## src/rtl/vspfc_pkg.sv

```systemverilog
// Shared types, codes and the CRC helper for the video packet frame capture.
// Depends on nothing; imported by vspfc_rx and video_spi_packet_frame_capture.
`default_nettype none

package vspfc_pkg;

  // Field widths fixed by the interface
  localparam int COL_W = 7;

  // CRC16-CCITT generator polynomial
  localparam logic [15:0] CRC_POLY = 16'h1021;

  // Request types on the input channel
  localparam logic REQ_BYTE = 1'b0;
  localparam logic REQ_READ = 1'b1;

  // Result status codes
  localparam logic [2:0] PS_STORED     = 3'd0;
  localparam logic [2:0] PS_DISCARD    = 3'd1;
  localparam logic [2:0] PS_CRC_ERR    = 3'd2;
  localparam logic [2:0] PS_LINE_RANGE = 3'd3;
  localparam logic [2:0] PS_READ       = 3'd4;

  // Low nibble of the ID byte that marks a discard packet
  localparam logic [3:0] ID_DISCARD = 4'hF;

  // Reset value of the packet limit register
  localparam logic [15:0] MAX_PKT_RESET = 16'd1000;

  // Control sequencer states
  typedef enum logic [2:0] {
    ST_IDLE,
    ST_JUDGE,
    ST_RD_ADDR,
    ST_RD_DATA,
    ST_EMIT,
    ST_COPY,
    ST_DRAIN
  } st_t;

  // Packet parser status toward the sequencer
  typedef struct packed {
    logic        last;
    logic [7:0]  id;
    logic [7:0]  line;
    logic [15:0] crc;
    logic [15:0] rcrc;
  } rx_info_t;

  // Staging row write port
  typedef struct packed {
    logic             we;
    logic [COL_W-1:0] idx;
    logic [15:0]      data;
  } stg_wr_t;

  // Advance the CRC by one byte, MSB first
  function automatic logic [15:0] crc_feed(input logic [15:0] crc, input logic [7:0] b);
    logic [15:0] c;
    c = crc ^ {b, 8'h00};
    for (int k = 0; k < 8; k++) begin
      c = c[15] ? ({c[14:0], 1'b0} ^ CRC_POLY) : {c[14:0], 1'b0};
    end
    return c;
  endfunction

endpackage

`default_nettype wire

```

## src/rtl/vspfc_rx.sv

```systemverilog
// Packet byte parser: byte position, running CRC, header capture, staging writes.
// Depends on vspfc_pkg.
`default_nettype none

module vspfc_rx #(
  parameter int WIDTH = 80
) (
  input  wire                 clk,
  input  wire                 rst_n,
  input  wire                 byte_en,
  input  wire  [7:0]          rx_byte,
  input  wire                 packet_start,
  output vspfc_pkg::rx_info_t info,
  output vspfc_pkg::stg_wr_t  stg_wr
);
  import vspfc_pkg::*;

  localparam int PKT_LEN = 4 + 2 * WIDTH;

  logic [7:0]  pos_r, pos_nxt;
  logic [15:0] crc_r, crc_nxt;
  logic [7:0]  id_r, id_nxt;
  logic [7:0]  line_r, line_nxt;
  logic [15:0] rcrc_r, rcrc_nxt;
  logic [7:0]  hi_r, hi_nxt;

  logic        active;
  logic        last_byte;
  logic [7:0]  pos_cur;
  logic [7:0]  feed;
  logic [7:0]  off;
  logic        pix_byte;

  // Decode the position of the incoming byte
  always_comb begin
    active    = byte_en && (packet_start || (pos_r != 8'd0));
    pos_cur   = packet_start ? 8'd0 : pos_r;
    feed      = ((pos_cur == 8'd2) || (pos_cur == 8'd3)) ? 8'h00 : rx_byte;
    last_byte = ({1'b0, pos_cur} + 9'd1) == 9'(PKT_LEN);
    off       = pos_cur - 8'd4;
    pix_byte  = pos_cur >= 8'd4;
  end

  // Advance position and CRC, capture header fields
  always_comb begin
    pos_nxt  = pos_r;
    crc_nxt  = crc_r;
    id_nxt   = id_r;
    line_nxt = line_r;
    rcrc_nxt = rcrc_r;
    hi_nxt   = hi_r;
    if (active) begin
      pos_nxt = last_byte ? 8'd0 : pos_cur + 8'd1;
      crc_nxt = crc_feed(packet_start ? 16'h0000 : crc_r, feed);
      case (pos_cur)
        8'd0:    id_nxt = rx_byte;
        8'd1:    line_nxt = rx_byte;
        8'd2:    rcrc_nxt = {rx_byte, 8'h00};
        8'd3:    rcrc_nxt = {rcrc_r[15:8], rx_byte};
        default: if (!off[0]) hi_nxt = rx_byte;
      endcase
    end
  end

  always_ff @(posedge clk) begin
    if (!rst_n) begin
      pos_r  <= 8'd0;
      crc_r  <= 16'h0000;
      id_r   <= 8'd0;
      line_r <= 8'd0;
      rcrc_r <= 16'h0000;
    end else begin
      pos_r  <= pos_nxt;
      crc_r  <= crc_nxt;
      id_r   <= id_nxt;
      line_r <= line_nxt;
      rcrc_r <= rcrc_nxt;
    end
  end

  // High pixel byte waits here for its low byte
  always_ff @(posedge clk) begin
    hi_r <= hi_nxt;
  end

  // Whole pixel goes to staging on its low byte
  always_comb begin
    stg_wr.we   = active && pix_byte && off[0];
    stg_wr.idx  = off[7:1];
    stg_wr.data = {hi_r, rx_byte};
    info.last   = active && last_byte;
    info.id     = id_r;
    info.line   = line_r;
    info.crc    = crc_r;
    info.rcrc   = rcrc_r;
  end

endmodule

`default_nettype wire

```

## config.mk

```make
export PLATFORM = sky130hd
export DESIGN_NAME = vspfc_rx
export DESIGN_NICKNAME = d
export VERILOG_FILES = /design/src/rtl/vspfc_pkg.sv /design/src/rtl/vspfc_rx.sv
export SDC_FILE = /design/constraint.sdc
export NUM_CORES = 1
export LEC_CHECK = 0
export ABC_AREA = 1
export BUFFER_PORTS_ARGS = -buffer_cell sky130_fd_sc_hd__buf_4
export CORE_MARGIN = 2
export CORE_UTILIZATION = 35
export DETAILED_ROUTE_END_ITERATION = 7
export PLACE_DENSITY = 0.52
export REMOVE_ABC_BUFFERS = 1
export SLEW_MARGIN = 20
export SYNTH_ARGS = -nofsm -noshare
export SYNTH_HDL_FRONTEND = slang
export SYNTH_SLANG_ARGS = --single-unit
```

## constraint.sdc

```tcl
create_clock -name clk -period 3.2 [get_ports clk]
set_input_delay 0.64 -clock clk [delete_from_list [all_inputs] [get_ports clk]]
set_output_delay 0.64 -clock clk [all_outputs]
set_load 0.02 [all_outputs]
```

==> reports/results.ini, run 1 <==
[synthesis]
synth_area_leader_cell = dfxtp_1
netlist_instances = 446
ys_top_cells_by_area = dfxtp_1 33%, nand2_1 9.6%, edfxtp_1 7.0%
synth_seq_area_share_pct = 39.94
synth_top_area_share_pct = 32.89
yosysUniqueCellTypes = 36
synth_edf_count = 8
avgSynthCellArea_sq_um = 7.642
async_flop_share_pct = 0
netlist_area_sq_um = 3408
synthFlopType = dfxtp_1
synth-warning-count = 0
ys_ff_latch = 64

[clock_tree]
root_buffer = clkbuf_8
clk_pin_slew_ps = 80
clk_latency_ps = 340
post-cts-setup-buffer-count = 0
numCtsBuffers = 9
cts_max_level = 3
cts_tree = done
cts.sinks = 64
cts_buffer_depth = 2

[setup_path]
regToRegSetupSlack_ps = 950
worstReg2RegStart = pos_r[0]
criticalPathCategory = input pin to output port
r2r_end = crc_r[13]
cp-end-kind = output port
start_kind = input pin
critPathMaxFanout = 10
crit_arrival_ps = 2280
reg2regPathDepth = 13
cp_data_required_time_ps = 2560

[pwr]
power_density_nw_per_um2 = 527.1
leakagePower_nw = 2.060
max-vdd-ir-drop_mv = 0.2377
p_total_mw = 2.263

[timing]
maxSlewHeadroom_pct = 58.44
worst_pin_slew_ps = 622.8
post-route-period-util_pct = 91.38
rsz0062_at_grt = no
setup_tns_ps = 0
fmax_mhz = 342.0
setup_viol = 0
min_period_ps = 2924
slew_viol_final = 0
hold_viol_final = 0
skew_ps = 9.999

[grt]
grt.total_usage_pct = 17.55
grt-ovfl-total = 0
grt_max_degree = 36
grt_pass1_vias = 2912
antenna_found_initial = 0
grt_pass1_wl_mm = 14.31

[cells_and_area]
drive_gt1_share_pct = 27.48
nets = 535
area_delta_synth_final_pct = 25.99
mostFrequentLayoutCell = buf_4
mostFrequentLayoutCells = 88 x buf_4, 87 x nand2_1, 56 x dfxtp_1
n_antenna_cell = 0

[worst_hold_path]
holdPathStages = 2
min_to = rcrc_r[0]
hold_path_class = register to register
hold_start = rcrc_r[0]

[routing]
wl_mm = 9.005
drt-wirelength-per-cell_um = 13.71
drtAntennaViolNets = 0
drc = 0
via_count = 3070
firstDrtPassIters = 4
drt_iter0_markers = 105
viasPerCell = 4.673

[floorplanning]
io_pins = 85
initial_core_util_pct = 35.52
die_x_um = 102.7
die_y_um = 102.7
core_area_sq_um = 9594
die-area_sq_um = 10540
rows = 36

[placement]
dp_hpwl_mm = 6.448
gp_congestion = 0.9147
port_buffers = 84

[run_status]
status = finished, final reports clean

[run]
max_cap_viol_count = 0

area by class of cell:
| class | instances | area, sq um |
|---|---|---|
| clock inverter | 6 | 72.57 |
| inverter | 58 | 225.2 |
| tap | 133 | 166.4 |
| fill | 1005 | 5300 |
| multi-input combinational | 298 | 1659 |
| clock buffer | 10 | 148.9 |
| timing repair buffer | 88 | 660.6 |
| sequential | 64 | 1361 |
timing repair:
| item | CTS | global route |
|---|---|---|
| resized for setup | 0 | 3 |
| hold buffers | 0 | 0 |
| endpoints found under the setup margin | 0 | 1 |
per-layer routing:
metal,global-route usage (%),wire length (um),up-vias,part of all wire [%]
li1,-,-,1581,-
met1,22.42,4072,1419,45
met2,29.56,4438,62,49
met3,4.136,375,8,4.2
met4,5.128,118,0,1.3
met5,0,0,-,0
worst max-delay path by stage:
stage,start,to,depth (start not counted)
floorplan,packet_start,info[48],8
global placement,packet_start,info[48],10
detailed placement,packet_start,info[48],10
CTS,packet_start,info[48],10
global route,packet_start,info[48],10
finish,packet_start,info[48],10
report_power, final:
group          leakage [nW]  switching, mW  internal [mW]
clock network         0.109          0.357          0.415
logic                  1.42          0.363          0.207
registers             0.532         0.0425          0.878
total                  2.06          0.763           1.50
stage by stage:
step	instance area (sq um)	setup slack (ps)	utilization, %	std cells	hold WS, ps
floorplan	3236	297.8	-	420	503.4
global placement	4063	180.0	42.34	641	458.7
detailed placement	4063	138.9	42.34	641	458.7
CTS	4284	141.6	44.65	657	471.0
global route	4294	113.1	44.76	657	481.9
finish	4294	275.8	44.76	657	471.0
cells in the mapped netlist, types with 2 or more instances:
cell,count
a21oi_1,47
buf_2,6
buf_4,10
buf_6,4
clkbuf_1,6
clkinv_1,2
dfxtp_1,56
edfxtp_1,8
ha_1,4
inv_1,53
inv_2,2
nand2_1,87
nand2_2,8
nand2_4,9
nand3_1,21
nand3_2,3
nand4_1,14
nand4_2,2
nor2_1,31
nor2_2,3
nor2_8,2
nor3_1,5
o21ai_0,36
o21ai_1,3
xnor2_1,3
xor2_1,9
xor2_2,3
flip-flops by register name (all words and copies together) (netlist names):
register and count:
crc_r 16, rcrc_r 16, hi_r 8, id_r 8, line_r 8, pos_r 8
cells by family after synthesis:
family | synth area share, %
buffers and inverters | 11.67
DFF | 39.94
adders and majority gates | 1.468
xor gates and xnor gates | 4.516
AOI/OAI and AO/OA | 13.29
and+or+nand+nor | 29.11
worst max-delay path: stages:
cell and delay [ps]:
buf_4 180, nor2_2 190, ha_2 250, nand4_1 190, nor3_2 220, nor2_1 80, a21oi_1 120, nand4_1 170
inv_1 90, buf_4 140
Power figures use the tool's default switching activity.
==> inputs of run 2 (changes only) <==
--- a/config.mk
+++ b/config.mk
@@ -8,9 +8,9 @@
 export ABC_AREA = 1
 export BUFFER_PORTS_ARGS = -buffer_cell sky130_fd_sc_hd__buf_4
 export CORE_MARGIN = 2
-export CORE_UTILIZATION = 35
+export CORE_UTILIZATION = 53
 export DETAILED_ROUTE_END_ITERATION = 7
-export PLACE_DENSITY = 0.52
+export PLACE_DENSITY = 0.76
 export REMOVE_ABC_BUFFERS = 1
 export SLEW_MARGIN = 20
 export SYNTH_ARGS = -nofsm -noshare
==> constraint.sdc (replaced) <==
create_clock -name clk -period 3.2 [get_ports clk]
set_input_delay 0.64 -clock clk [delete_from_list [all_inputs] [get_ports clk]]
set_output_delay 0.64 -clock clk [all_outputs]
set_load 0.1 [all_outputs]
==> reports/results.ini, run 2 (same netlist as run 1, synthesis figures left out) <==
[setup_path]
critPathMaxFanout = 5  ; -5
critPathMostFrequentCell = nand4_1
regToRegSetupSlack_ps = 810  ; -140 ps
cp-end-kind = output port
worstReg2RegStart = pos_r[1]
start_kind = input pin
critPathSlowestCell = nor3_2
reg2regPathDepth = 15  ; +2
cp_data_required_time_ps = 2560  ; about the same
r2r_end = crc_r[6]
crit_arrival_ps = 2310  ; +30 ps
criticalPathCategory = input pin to output port
max_stage_delay_ps = 230  ; -20 ps
path_cells = buf_4 > nor2_2 > ha_1 > nand4_1 > nor3_2 > nor2_1 > a21oi_1 > nand4_1 > inv_1 > buf_6

[floorplanning]
core_area_sq_um = 6277  ; -35%
die_y_um = 84.19  ; -18%
die_x_um = 84.19  ; -18%
die-area_sq_um = 7088  ; -33%
initial_core_util_pct = 54.30  ; +19 points
rows = 29  ; -19%
io_pins = 85  ; unchanged

[clock_tree]
cts_buffer_depth = 2  ; unchanged
numCtsBuffers = 9  ; unchanged
clk_latency_ps = 350  ; about the same
cts_max_level = 3  ; unchanged
clk_pin_slew_ps = 70  ; about the same
post-cts-setup-buffer-count = 0  ; unchanged
root_buffer = clkbuf_8
cts.sinks = 64  ; unchanged
cts_tree = done

[worst_hold_path]
holdPathStages = 2  ; unchanged
hold_start = rcrc_r[1]
min_to = rcrc_r[1]
hold_path_class = register to register

[timing]
rsz0062_at_grt = no
min_period_ps = 2950  ; +25.73 ps
post-route-period-util_pct = 92.18  ; +0.80 points
holdWs_ps = 469.5  ; -1.470 ps
fmax_mhz = 339.0  ; -0.87%
hold_viol_final = 0  ; unchanged
worst_pin_slew_ps = 630.5  ; +7.742 ps
skew_ps = 12.87  ; +2.872 ps
slew_viol_final = 0  ; unchanged
worst_slack_ps = 250.1  ; -25.73 ps
setup_viol = 0  ; unchanged
setup_tns_ps = 0  ; unchanged
maxSlewHeadroom_pct = 57.83  ; -0.61 points

[cells_and_area]
fin_cells = 604  ; -8.1%
mostFrequentLayoutCell = buf_4
area_delta_synth_final_pct = 23.90
nets = 538  ; +0.56%
largestRegisters = crc_r x16, rcrc_r x16
mostFrequentLayoutCells = 90 x buf_4, 87 x nand2_1, 56 x dfxtp_1
n_antenna_cell = 0  ; unchanged
nFillCells = 546  ; -46%
drive_gt1_share_pct = 27.51  ; +0.033 points

[placement]
port_buffers = 84  ; unchanged
dp_cells = 588  ; -8.3%
dp_slack_ps = 81.81  ; -57.05 ps
gp_congestion = 0.8925  ; -2.4%
dp_hpwl_mm = 6.054  ; -6.1%

[grt]
grt.total_usage_pct = 23.50  ; +6.0 points
grt_max_degree = 36  ; unchanged
antenna_found_initial = 0  ; unchanged
grt_pass1_vias = 2777  ; -4.6%
grt_pass1_wl_mm = 13.35  ; -6.7%
grt-ovfl-total = 0  ; unchanged

[pwr]
seqPwrFrac_pct = 35.1  ; -5.6 points
max-vdd-ir-drop_mv = 0.4283  ; +80%
switchingPower_mw = 1.175  ; +54%
p_total_mw = 2.623  ; +16%
internal-power_mw = 1.448  ; -3.5%
pwr-share-comb_pct = 38.3  ; +13 points
leakagePower_nw = 2.068  ; +0.36%
power_density_nw_per_um2 = 621.2  ; +18%
swShare_pct = 44.79  ; +11 points
power.share.clock_pct = 26.6  ; -7.5 points

[routing]
firstDrtPassIters = 5  ; +1
via_count = 3139  ; +2.2%
drc = 0  ; unchanged
drt-wirelength-per-cell_um = 13.93  ; +1.7%
viasPerCell = 5.197  ; +11%
drt_iter0_markers = 133  ; +27%
wl_mm = 8.416  ; -6.5%
drtAntennaViolNets = 0  ; unchanged

[run]
max_cap_viol_count = 0  ; unchanged

[run_status]
status = finished, final reports clean

run 2: power groups by stage:
stage	registers, mW	logic [mW]	clock network, mW
global route	0.927	1.06	0.740
finish	0.920	1.01	0.698
floorplan	1.32	0.359	0
CTS	0.920	1.01	0.709
global placement	0.936	0.993	0
detailed placement	0.938	1.00	0
run 2: worst max path at each step:
stage | start | slack, ps | endpoint
2_1_floorplan | packet_start | -1230 | info[48]
3_3_place_gp | packet_start | 210 | info[48]
3_5_place_dp | packet_start | 80 | info[48]
4_1_cts | packet_start | 80 | info[48]
5_1_grt | packet_start | 40 | info[48]
6_report | packet_start | 250 | info[48]
run 2: worst max-delay path: cells and delay by family:
family | cells | cell delay (ps)
simple gates | 5 | 860
fa+ha+maj | 1 | 200
buf+inv | 3 | 480
compound gates | 1 | 120
run 2: what timing repair did:
action                     4_1_cts  5_1_grt
resized for setup                0        3
hold buffers                     0        0
setup endpoints to repair        0        1
run 2: per-stage QoR:
step | instance area [sq um] | utilization [%]
after floorplan | 3236 | -
after global placement | 4015 | 63.96
after detailed placement | 4015 | 63.96
after CTS | 4212 | 67.09
after global routing | 4223 | 67.27
final | 4223 | 67.27
run 2: per-layer routing:
| layer | vias up | global-route usage [%] | part of all wire [%] |
|---|---|---|---|
| met2 | 84 | 39.68 | 50 |
| met5 | - | 0 | 0 |
| met3 | 13 | 5.605 | 5.2 |
| li1 | 1579 | - | - |
| met1 | 1463 | 30.12 | 44 |
| met4 | 0 | 6.745 | 1.6 |
run 2: final cells by class:
class / instances / area [sq um] / share of cell area [%]
clock buffer: 9 / 123.9 / 2.933
clock inverter: 7 / 72.57 / 1.719
inverter: 58 / 225.2 / 5.333
multi-input combinational: 298 / 1657 / 39.23
sequential: 64 / 1361 / 32.24
tap: 77 / 96.34 / 2.281
timing repair buffer: 91 / 686.9 / 16.27
